File: config.mk
export PLATFORM = sky130hd
export DESIGN_NAME = nmea_rmc_sentence_decoder
export DESIGN_NICKNAME = d
export VERILOG_FILES = /design/src/hdl/nrmc_pkg.sv /design/src/hdl/nmea_rmc_sentence_decoder.sv /design/src/hdl/nrmc_front.sv /design/src/hdl/nrmc_queue.sv /design/src/hdl/nrmc_back.sv
export SDC_FILE = /design/constraint.sdc
export NUM_CORES = 2
export LEC_CHECK = 0
export ABC_AREA = 0
export BUFFER_PORTS_ARGS = -buffer_cell sky130_fd_sc_hd__buf_2
export CAP_MARGIN = 25
export CORE_ASPECT_RATIO = 1.75
export CORE_UTILIZATION = 59
export DETAILED_ROUTE_END_ITERATION = 10
export GPL_TIMING_DRIVEN = 0
export PLACE_DENSITY = 0.86
export SLEW_MARGIN = 20
export SYNTH_ARGS = -nofsm -noshare
export SYNTH_HDL_FRONTEND = slang
export SYNTH_SLANG_ARGS = --single-unit
export TNS_END_PERCENT = 100
File: constraint.sdc
create_clock -name clk -period 18.72 [get_ports clk]
set_clock_uncertainty 0.1 [all_clocks]
set_input_delay 3.744 -clock clk [delete_from_list [all_inputs] [get_ports clk]]
set_output_delay 3.744 -clock clk [all_outputs]
set_load 0.02 [all_outputs]
File: src/hdl/nrmc_pkg.sv
// ----------------------------------------------------------------------------
// nrmc_pkg: shared types and helpers of the rmc sentence decoder
// Field captures handed from the character front end to the sentence back end.
// ----------------------------------------------------------------------------
package nrmc_pkg;

	localparam int FIELD_LEN_MAX = 100;

	localparam logic [1:0] ST_FIX    = 2'd0;
	localparam logic [1:0] ST_NOFIX  = 2'd1;
	localparam logic [1:0] ST_COUNT  = 2'd2;
	localparam logic [1:0] ST_SIMHLD = 2'd3;

	localparam logic [2:0] CFG_SIM_HOLD  = 3'd0;
	localparam logic [2:0] CFG_POS_HOLD  = 3'd1;
	localparam logic [2:0] CFG_FORCE_FIX = 3'd2;
	localparam logic [2:0] CFG_ZONE      = 3'd3;
	localparam logic [2:0] CFG_SPEED     = 3'd4;

	localparam logic [7:0] CH_COMMA = 8'h2C;
	localparam logic [7:0] CH_A     = 8'h41;
	localparam logic [7:0] CH_S     = 8'h53;
	localparam logic [7:0] CH_W     = 8'h57;
	localparam logic [7:0] CH_ZERO  = 8'h30;

	// one finished sentence as captured by the front end
	typedef struct packed {
		logic [4:0]       comma_count;
		logic [5:0][7:0]  time_chars;
		logic [7:0]       status_char;
		logic [8:0][7:0]  lat_chars;
		logic [9:0][7:0]  lon_chars;
		logic [6:0]       lat_length;
		logic [6:0]       lon_length;
		logic [1:0]       hemi;
		logic [4:0][7:0]  speed_chars;
		logic [4:0][7:0]  course_chars;
	} sentence_t;

	typedef struct packed {
		logic [1:0]         status;
		logic [6:0]         utc_hour;
		logic [6:0]         utc_minute;
		logic [6:0]         utc_second;
		logic signed [7:0]  local_hour;
		logic signed [26:0] latitude;
		logic signed [27:0] longitude;
		logic [21:0]        speed;
		logic [13:0]        course;
		logic [7:0]         fix_count;
		logic               rebuild_track;
	} result_t;

	function automatic logic is_dig(input logic [7:0] c);
		return (c >= 8'h30) && (c <= 8'h39);
	endfunction

	function automatic logic [3:0] dval(input logic [7:0] c);
		return 4'(c - CH_ZERO);
	endfunction

	// value of a two character pair: the leading digit alone, or both digits when both are digits
	function automatic logic [6:0] pair_val(input logic [7:0] c0, input logic [7:0] c1);
		logic [6:0] v;
		v = 7'd0;
		if (is_dig(c0)) begin
			v = 7'(dval(c0));
			if (is_dig(c1)) v = 7'(v * 7'd10 + 7'(dval(c1)));
		end
		return v;
	endfunction

endpackage

File: src/hdl/nmea_rmc_sentence_decoder.sv
// ----------------------------------------------------------------------------
// nmea_rmc_sentence_decoder: rmc sentence decoder top level
// Character stream in, one decoded fix item out per sentence.
// ----------------------------------------------------------------------------
// One character is taken every cycle unless a finished capture waits on a full queue;
// the item with tlast set closes the sentence and one result item follows, registered in turn
// in the capture register, the queue, the digit decode stage and the accumulate stage. A two-entry queue between
// the character front end and the decode back end lets each side stall alone.
// Write configuration only while no sentence is in flight.
module nmea_rmc_sentence_decoder (
	input  logic        clk,
	input  logic        arst_n,
	input  logic        s_tvalid,
	output logic        s_tready,
	input  logic [7:0]  s_tdata,   // ch
	input  logic        s_tlast,   // last
	output logic        m_tvalid,
	input  logic        m_tready,
	// status, utc_hour, utc_minute, utc_second, local_hour, latitude, longitude,
	// speed, course, fix_count, rebuild_track
	output logic [135:0] m_tdata,
	input  logic        cfg_valid,
	output logic        cfg_ready,
	input  logic [2:0]  cfg_index,
	input  logic [15:0] cfg_data
);
	import nrmc_pkg::*;

	logic              sim_hold_q, pos_hold_q, force_q;
	logic signed [5:0] zone_q;
	logic [15:0]       scale_q;
	logic              cap_valid, cap_ready, q_valid, q_ready;
	sentence_t         cap, qd;
	result_t           res;

	assign cfg_ready = 1'b1;

	always_ff @(posedge clk or negedge arst_n) begin
		if (!arst_n) begin
			sim_hold_q <= 1'b0; pos_hold_q <= 1'b0; force_q <= 1'b0;
			zone_q <= '0; scale_q <= 16'd474;
		end else if (cfg_valid) begin
			case (cfg_index)
				CFG_SIM_HOLD:  sim_hold_q <= cfg_data[0];
				CFG_POS_HOLD:  pos_hold_q <= cfg_data[0];
				CFG_FORCE_FIX: force_q <= cfg_data[0];
				CFG_ZONE:      zone_q <= cfg_data[5:0];
				CFG_SPEED:     scale_q <= cfg_data;
				default: ;
			endcase
		end
	end

	nrmc_front u_front (
		.clk(clk), .arst_n(arst_n), .in_valid(s_tvalid), .in_ready(s_tready),
		.ch(s_tdata), .last(s_tlast), .cap_valid(cap_valid), .cap_ready(cap_ready), .cap(cap)
	);

	nrmc_queue u_queue (
		.clk(clk), .arst_n(arst_n), .wr_valid(cap_valid), .wr_ready(cap_ready), .wr_data(cap),
		.rd_valid(q_valid), .rd_ready(q_ready), .rd_data(qd)
	);

	nrmc_back u_back (
		.clk(clk), .arst_n(arst_n), .s_valid(q_valid), .s_ready(q_ready), .s(qd),
		.sim_hold(sim_hold_q), .position_hold(pos_hold_q), .force_fix(force_q),
		.zone_hours(zone_q), .speed_scale(scale_q),
		.r_valid(m_tvalid), .r_ready(m_tready), .r(res)
	);

	assign m_tdata = {5'd0, res.rebuild_track, res.fix_count, res.course, res.speed,
		res.longitude, res.latitude, res.local_hour, res.utc_second, res.utc_minute,
		res.utc_hour, res.status};

endmodule

File: src/hdl/nrmc_front.sv
// ----------------------------------------------------------------------------
// nrmc_front: character front end
// Counts commas, stores the field characters and emits one capture per sentence.
// ----------------------------------------------------------------------------
module nrmc_front (
	input  logic                 clk,
	input  logic                 arst_n,
	input  logic                 in_valid,
	output logic                 in_ready,
	input  logic [7:0]           ch,
	input  logic                 last,
	output logic                 cap_valid,
	input  logic                 cap_ready,
	output nrmc_pkg::sentence_t  cap
);
	import nrmc_pkg::*;

	logic [4:0] comma_q;
	logic [6:0] flen_q;
	sentence_t  st_q;
	sentence_t  nx;
	logic [4:0] cc;
	logic [6:0] pos;
	logic [6:0] flen_n;
	logic       take;

	assign in_ready = !cap_valid || cap_ready;
	assign take     = in_valid && in_ready;
	assign pos      = flen_q;

	always_comb begin
		nx = st_q;
		cc = comma_q;
		flen_n = flen_q;
		if (ch == CH_COMMA) begin
			if (comma_q < 5'd31) cc = 5'(comma_q + 5'd1);
			flen_n = 7'd0;
			case (cc)
				5'd1: nx.time_chars = '0;
				5'd2: nx.status_char = '0;
				5'd3: begin nx.lat_chars = '0; nx.lat_length = '0; end
				5'd4: nx.hemi[0] = 1'b0;
				5'd5: begin nx.lon_chars = '0; nx.lon_length = '0; end
				5'd6: nx.hemi[1] = 1'b0;
				5'd7: nx.speed_chars = '0;
				5'd8: nx.course_chars = '0;
				default: ;
			endcase
		end else begin
			case (comma_q)
				5'd1: if (pos < 7'd6) nx.time_chars[pos[2:0]] = ch;
				5'd2: if (pos == 7'd0) nx.status_char = ch;
				5'd3: if (pos < 7'd9) nx.lat_chars[pos[3:0]] = ch;
				5'd4: if (pos == 7'd0 && ch == CH_S) nx.hemi[0] = 1'b1;
				5'd5: if (pos < 7'd10) nx.lon_chars[pos[3:0]] = ch;
				5'd6: if (pos == 7'd0 && ch == CH_W) nx.hemi[1] = 1'b1;
				5'd7: if (pos < 7'd5) nx.speed_chars[pos[2:0]] = ch;
				5'd8: if (pos < 7'd5) nx.course_chars[pos[2:0]] = ch;
				default: ;
			endcase
			if (flen_q < 7'(FIELD_LEN_MAX - 1)) flen_n = 7'(flen_q + 7'd1);
			if (comma_q == 5'd3) nx.lat_length = flen_n;
			if (comma_q == 5'd5) nx.lon_length = flen_n;
		end
		nx.comma_count = cc;
	end

	always_ff @(posedge clk or negedge arst_n) begin
		if (!arst_n) begin
			comma_q <= '0;
			flen_q <= '0;
			st_q.status_char <= '0;
			st_q.lat_length <= '0;
			st_q.lon_length <= '0;
			st_q.hemi <= '0;
			cap_valid <= 1'b0;
		end else begin
			if (cap_valid && cap_ready) cap_valid <= 1'b0;
			if (take) begin
				st_q <= nx;
				if (last) begin
					comma_q <= '0;
					flen_q <= '0;
					cap_valid <= 1'b1;
				end else begin
					comma_q <= cc;
					flen_q <= flen_n;
				end
			end
		end
	end

	always_ff @(posedge clk) begin
		if (take && last) cap <= nx;
	end

endmodule

File: src/hdl/nrmc_queue.sv
// ----------------------------------------------------------------------------
// nrmc_queue: two-entry capture queue
// Decouples the character front end from the sentence back end.
// ----------------------------------------------------------------------------
module nrmc_queue (
	input  logic                 clk,
	input  logic                 arst_n,
	input  logic                 wr_valid,
	output logic                 wr_ready,
	input  nrmc_pkg::sentence_t  wr_data,
	output logic                 rd_valid,
	input  logic                 rd_ready,
	output nrmc_pkg::sentence_t  rd_data
);
	import nrmc_pkg::*;

	sentence_t  mem_q [2];
	logic       wp_q, rp_q;
	logic [1:0] cnt_q;
	logic       wr, rd;

	assign wr_ready = cnt_q != 2'd2;
	assign rd_valid = cnt_q != 2'd0;
	assign wr = wr_valid && wr_ready;
	assign rd = rd_valid && rd_ready;
	assign rd_data = mem_q[rp_q];

	always_ff @(posedge clk or negedge arst_n) begin
		if (!arst_n) begin
			wp_q <= 1'b0;
			rp_q <= 1'b0;
			cnt_q <= '0;
		end else begin
			if (wr) wp_q <= !wp_q;
			if (rd) rp_q <= !rp_q;
			cnt_q <= 2'(cnt_q + {1'b0, wr} - {1'b0, rd});
		end
	end

	always_ff @(posedge clk) begin
		if (wr) mem_q[wp_q] <= wr_data;
	end

endmodule

File: src/hdl/nrmc_back.sv
// ----------------------------------------------------------------------------
// nrmc_back: sentence back end
// Two-stage decode of a captured sentence into the result item.
// ----------------------------------------------------------------------------
module nrmc_back (
	input  logic                 clk,
	input  logic                 arst_n,
	input  logic                 s_valid,
	output logic                 s_ready,
	input  nrmc_pkg::sentence_t  s,
	input  logic                 sim_hold,
	input  logic                 position_hold,
	input  logic                 force_fix,
	input  logic signed [5:0]    zone_hours,
	input  logic [15:0]          speed_scale,
	output logic                 r_valid,
	input  logic                 r_ready,
	output nrmc_pkg::result_t    r
);
	import nrmc_pkg::*;

	// stage 1: digit decode
	logic        v_s1;
	logic [1:0]  status_s1;
	logic [6:0]  h_s1, m_s1, sec_s1;
	logic [13:0] crs_s1;
	logic        lat_neg_s1, lon_neg_s1;
	logic [26:0] lat_mag_s1;
	logic [29:0] lon_mag_s1;
	logic        adv1, adv2;

	logic [1:0]  status_c;
	logic [6:0]  h_c, m_c, sec_c;
	logic [7:0]  lp [9];
	logic [7:0]  op [10];
	logic [26:0] lat_c;
	logic [29:0] lon_c;

	function automatic logic [13:0] tenths(input logic [4:0][7:0] c);
		logic [9:0] v;
		logic ok;
		v = 10'd0;
		ok = 1'b1;
		for (int i = 0; i < 3; i++) begin
			if (ok && is_dig(c[i])) v = 10'(v * 10'd10 + 10'(dval(c[i])));
			else ok = 1'b0;
		end
		return 14'(v * 14'd10 + ((ok && is_dig(c[4])) ? 14'(dval(c[4])) : 14'd0));
	endfunction

	// three degree digits reach about 600 million, wider than the longitude field
	function automatic logic [29:0] coord(input logic [7:0] p0, input logic [7:0] p1,
		input logic [7:0] p2, input logic [7:0] a0, input logic [7:0] a1,
		input logic [7:0] f0, input logic [7:0] f1, input logic [7:0] f2,
		input logic [7:0] f3, input logic three);
		logic [9:0] d;
		logic [6:0] mn;
		logic [13:0] fr;
		logic [29:0] v;
		d = 10'd0;
		if (is_dig(p0)) begin
			d = 10'(dval(p0));
			if (is_dig(p1)) begin
				d = 10'(d * 10'd10 + 10'(dval(p1)));
				if (three && is_dig(p2)) d = 10'(d * 10'd10 + 10'(dval(p2)));
			end
		end
		mn = pair_val(a0, a1);
		fr = 14'd0;
		if (is_dig(a0) && is_dig(a1) && is_dig(f0)) begin
			fr = 14'(dval(f0)) * 14'd1000;
			if (is_dig(f1)) begin
				fr = 14'(fr + 14'(dval(f1)) * 14'd100);
				if (is_dig(f2)) begin
					fr = 14'(fr + 14'(dval(f2)) * 14'd10);
					if (is_dig(f3)) fr = 14'(fr + 14'(dval(f3)));
				end
			end
		end
		v = 30'(d) * 30'd600000 + 30'(mn) * 30'd10000 + 30'(fr);
		return v;
	endfunction

	always_comb begin
		// zero padding of short coordinate fields
		for (int i = 0; i < 9; i++) begin
			if (s.lat_length < 7'd8)
				lp[i] = (7'(i) < 7'd9 - s.lat_length) ? CH_ZERO
					: s.lat_chars[4'(7'(i) + s.lat_length - 7'd9)];
			else lp[i] = s.lat_chars[i];
		end
		for (int i = 0; i < 10; i++) begin
			if (s.lon_length < 7'd9)
				op[i] = (7'(i) < 7'd10 - s.lon_length) ? CH_ZERO
					: s.lon_chars[4'(7'(i) + s.lon_length - 7'd10)];
			else op[i] = s.lon_chars[i];
		end
		lat_c = 27'(coord(lp[0], lp[1], lp[1], lp[2], lp[3], lp[5], lp[6], lp[7], lp[8], 1'b0));
		lon_c = coord(op[0], op[1], op[2], op[3], op[4], op[6], op[7], op[8], op[9], 1'b1);
		h_c = '0; m_c = '0; sec_c = '0;
		if (sim_hold && !position_hold) status_c = ST_SIMHLD;
		else if (s.comma_count != 5'd11 && s.comma_count != 5'd12) status_c = ST_COUNT;
		else begin
			h_c = pair_val(s.time_chars[0], s.time_chars[1]);
			if (is_dig(s.time_chars[0]) && is_dig(s.time_chars[1])) begin
				m_c = pair_val(s.time_chars[2], s.time_chars[3]);
				if (is_dig(s.time_chars[2]) && is_dig(s.time_chars[3]))
					sec_c = pair_val(s.time_chars[4], s.time_chars[5]);
			end
			status_c = (s.status_char != CH_A && !force_fix) ? ST_NOFIX : ST_FIX;
		end
	end

	// stage 2 state
	logic [7:0]         cnt_q;
	logic signed [7:0]  hl_q;
	logic signed [26:0] lat_q;
	logic signed [27:0] lon_q;
	logic [7:0]         cnt_n;
	logic               reb;
	logic signed [7:0]  hl_n;
	logic signed [26:0] lat_n;
	logic signed [27:0] lon_n;
	logic [29:0]        prod;

	assign adv2 = v_s1 && (!r_valid || r_ready);
	assign s_ready = !v_s1 || adv2;
	assign adv1 = s_valid && s_ready;

	always_ff @(posedge clk or negedge arst_n) begin
		if (!arst_n) v_s1 <= 1'b0;
		else if (s_ready) v_s1 <= s_valid;
	end

	always_ff @(posedge clk) begin
		if (adv1) begin
			status_s1 <= status_c;
			h_s1 <= h_c; m_s1 <= m_c; sec_s1 <= sec_c;
			crs_s1 <= tenths(s.course_chars);
			lat_neg_s1 <= s.hemi[0];
			lon_neg_s1 <= s.hemi[1];
			lat_mag_s1 <= lat_c;
			lon_mag_s1 <= lon_c;
		end
	end

	logic [13:0] spd_t;
	always_ff @(posedge clk) begin
		if (adv1) spd_t <= tenths(s.speed_chars);
	end

	always_comb begin
		cnt_n = cnt_q; reb = 1'b0; hl_n = hl_q; lat_n = lat_q; lon_n = lon_q;
		prod = 30'(spd_t) * 30'(speed_scale);
		if (status_s1 == ST_NOFIX) cnt_n = '0;
		else if (status_s1 == ST_FIX) begin
			if (cnt_q != 8'd255) begin
				cnt_n = 8'(cnt_q + 8'd1);
				reb = cnt_n == 8'd3;
			end
			if (!position_hold) begin
				if (lat_mag_s1 <= 27'd54000000)
					lat_n = lat_neg_s1 ? -$signed(lat_mag_s1) : $signed(lat_mag_s1);
				if (lon_mag_s1 <= 30'd108000000)
					lon_n = lon_neg_s1 ? -$signed(lon_mag_s1[27:0])
						: $signed(lon_mag_s1[27:0]);
			end
			hl_n = 8'($signed({1'b0, h_s1})) + 8'(zone_hours);
			if (hl_n > 8'sd23) hl_n = 8'(hl_n - 8'sd24);
			if (hl_n < 8'sd0) hl_n = 8'(hl_n + 8'sd24);
		end
	end

	always_ff @(posedge clk or negedge arst_n) begin
		if (!arst_n) begin
			cnt_q <= '0; hl_q <= '0; lat_q <= '0; lon_q <= '0; r_valid <= 1'b0;
		end else begin
			if (r_valid && r_ready) r_valid <= 1'b0;
			if (adv2) begin
				cnt_q <= cnt_n; hl_q <= hl_n; lat_q <= lat_n; lon_q <= lon_n;
				r_valid <= 1'b1;
			end
		end
	end

	always_ff @(posedge clk) begin
		if (adv2) begin
			r.status <= status_s1;
			r.utc_hour <= h_s1;
			r.utc_minute <= m_s1;
			r.utc_second <= sec_s1;
			r.local_hour <= hl_n;
			r.latitude <= lat_n;
			r.longitude <= lon_n;
			r.speed <= (status_s1 == ST_FIX) ? 22'(prod >> 8) : '0;
			r.course <= (status_s1 == ST_FIX) ? crs_s1 : '0;
			r.fix_count <= cnt_n;
			r.rebuild_track <= reb;
		end
	end

endmodule
==> flow_metrics.tcl <==
set metrics [dict create \
    status "completed" \
    start_util_pct 59.4 \
    nets 8730 \
    crit_start "u_queue.rp_q" \
    drc 0 \
    ant_nets 0 \
    grtUsageMet1_pct 33.2 \
    grt_pass1_vias 65400 \
    synthTopCellsByArea "edfxtp_1 (46%), ha_1 (8.9%), fa_1 (6.7%), dfrtp_1 (3.7%), mux2i_1 (2.8%)" \
    reg2reg_depth 48 \
    dr.pass1.iters 10 \
    netlist_top_cells_count "edfxtp_1 (1,384), nand2_1 (649), ha_1 (644)" \
    period_needed_ns 16.47 \
    ys_seq_area_share_pct 50.0 \
    grt_setup_unrepaired "false" \
    crit_fanout 12 \
    rrSetupSlack_ns 2.25 \
    crit_path_top_delay_cell "a21boi_1" \
    dieArea_mm2 0.154 \
    fin_crit_sh_pct 88.0 \
    crit_required_ns 19.18 \
    grt.busiest_layer "met2" \
    ys_seq_elements 1523 \
    cts_buffer_depth 3 \
    synth_area_mm2 0.0901 \
    die_w_um 297 \
    synth_edf_count 1384 \
    synth_compound_area_share_pct 10.6 \
    cts_sinks 1523 \
    syn_to_final_growth_pct 10.2 \
    hold_slack_ns 0.321 \
    fillers 10500 \
    hold_depth 0 \
    cts_tree "done" \
    die_height_um 519 \
    cp_slowest_stage_delay_ns 0.83 \
    synthAdderAreaFrac_pct 15.6 \
    max_slew.worst_pin.slew_ns 1.16 \
    cts-resized-gates 0 \
    cts_buffers 132 \
    hold_viol 0 \
    portBuffers 164 \
    final.setup.tns_ns 0 \
    synth_simple_gate_area_share_pct 9.99 \
    grt_overflow 0 \
    synth_cells 7382 \
    use_met2_pct 59.4 \
    worstReg2RegStart "u_queue.rp_q" \
    cts_setup_buffers 0 \
    wl_mm 257 \
    maxSlewHeadroom_pct 20.2 \
    htree_levels 4 \
    synthArstFlopShare_pct 9.13 \
    dp_hpwl_mm 194 \
    cp-endpoint "u_back.lon_mag_s1[28]" \
    drv_slew 0 \
    fmax_mhz 60.7 \
    drv_cap 0 \
    yosysUniqueCellTypes 111 \
    syn_area_per_cell_um2 12.2 \
    drt_iter0_markers 6104 \
    setup_violations 0 \
    synth_warnings 0 \
    endpoint_kind "flop" \
    vias 63100 \
    synth_xor_area_share_pct 3.58 \
    synth_flop_cell "edfxtp_1" \
    cp_common_cell "ha_1" \
    grt_max_degree 90 \
    synth_top_family_by_area "adder cells" \
    post-synth-top-count-cell "edfxtp_1" \
    grt_first_pass_wirelength_mm 385 \
    core_area_mm2 0.152 \
    gp_congestion 1.04 \
    insertion_delay_ns 0.81 \
    cts_root_buffer "clkbuf_16" \
    postCtsHoldBufs 0 \
    yosys.area.top_type "edfxtp_1" \
    cp-start-kind "flop" \
    grt.total_usage_pct 33.2 \
    reg2reg_to "u_back.lon_mag_s1[28]" \
    top_level_ports 172 \
    use_met3_pct 5.98 \
    antenna_found_initial 10 \
    path_clk_slew_ns 0.09 \
    rows 189 \
    hold_class "flop to flop" \
    via_per_inst 6.40 \
    wl_per_cell_um 26.1 \
    synthMuxAreaShare_pct 6.48 \
    cp.arrival_ns 16.93 \
    crit_type "flop to flop" \
    final_layout_size_suffix_gt1_share_pct 11.7 \
    synth_top_area_share_pct 46.1 \
]
## kinds of logic (layout without fill, tap and decap cells)
logic type               Yosys count  in the layout
flip-flops                      1523           1523
XOR/XNOR                         362            362
AO/OA/AOI/OAI                   1377           1377
AND/OR/NAND/NOR                 1855           1855
buffers and inverters            823           1292
other                              2              7
adder cells (fa/ha/maj)          946            946
multiplexers                     494            494
## worst max-delay path: cells and delay by family, from the launching register on
family | cells | cell delay (ns)
XOR/XNOR | 6 | 1.41
AND/OR/NAND/NOR | 7 | 2.15
adder cells (fa/ha/maj) | 14 | 5.37
multiplexers | 1 | 0.25
buffers and inverters | 9 | 3.00
AO/OA/AOI/OAI | 11 | 3.55
flip-flops | 1 | 0.38
## sequential cells by signal, indices dropped and copies added, names as in the netlist, 6 cells and up
register / count
u_queue.mem_q: 586
u_front.cap: 293
u_front.st_q: 288
u_back.r: 131
u_back.lon_mag_s1: 30
u_back.lon_q: 28
u_back.lat_mag_s1: 27
u_back.lat_q: 27
scale_q: 16
u_back.crs_s1: 14
u_back.spd_t: 14
u_back.cnt_q: 8
u_back.hl_q: 8
u_back.h_s1: 7
u_back.m_s1: 7
u_back.sec_s1: 7
u_front.flen_q: 7
zone_q: 6
## worst min-delay path by stage
stage	start	to	slack (ns)
final	u_back.m_s1[4]	u_back.r[119]	0.32
after global routing	u_back.m_s1[4]	u_back.r[119]	0.33
after CTS	u_back.m_s1[4]	u_back.r[119]	0.32
after detailed placement	u_back.m_s1[4]	u_back.r[119]	0.31
after global placement	u_back.sec_s1[4]	u_back.r[112]	0.30
after floorplan	u_back.sec_s1[0]	u_back.r[108]	0.30
## metal layers
layer	part of all wire [%]	routed length, um	up-vias
met2	51	131000	3465
met1	32	82800	30700
met4	9.9	25400	10
li1	-	-	27800
met5	0.028	73	-
met3	7.1	18200	1147
## stage by stage
step,area (um^2),cells,util (%),setup WS (ns)
3_5_place_dp,94700,9613,62.5,2.48
2_1_floorplan,90100,7386,-,1.39
4_1_cts,99200,9850,65.4,2.44
3_3_place_gp,93400,9555,61.6,-4.90
5_1_grt,99300,9861,65.5,1.44
6_report,99300,9861,65.5,2.25
## layout make-up
cell class                 count  area (um^2)  area share, %
inverter                     558         2090           2.11
multi-input combinational   5040        41800           42.2
timing repair buffer         232         2070           2.09
antenna                        1         2.50        0.00252
clock buffer                 165         3530           3.56
clock inverter                72          935          0.941
buffer                       265         1240           1.25
sequential                  1523        45000           45.4
tap                         2005         2510           2.53
## layout by cell type (no fill, tap or decap), drive strengths merged, types with 51 or more instances in the layout
cell type,count
a211oi,51
o221a,58
edfxtp,1384
ha,644
a21o,92
buf,315
nor3,113
nand2,650
and2,160
clkbuf,347
mux2,193
fa,301
a21oi,280
inv,562
a22o,136
xor2,118
o21ai,289
nor2b,64
o22ai,99
mux2i,252
xnor2,242
dfrtp,133
nor2,416
nand3,111
Power is left out: the tool's default activity adds up to more than one toggle a clock period on the data nets, which glitch-free logic cannot reach.
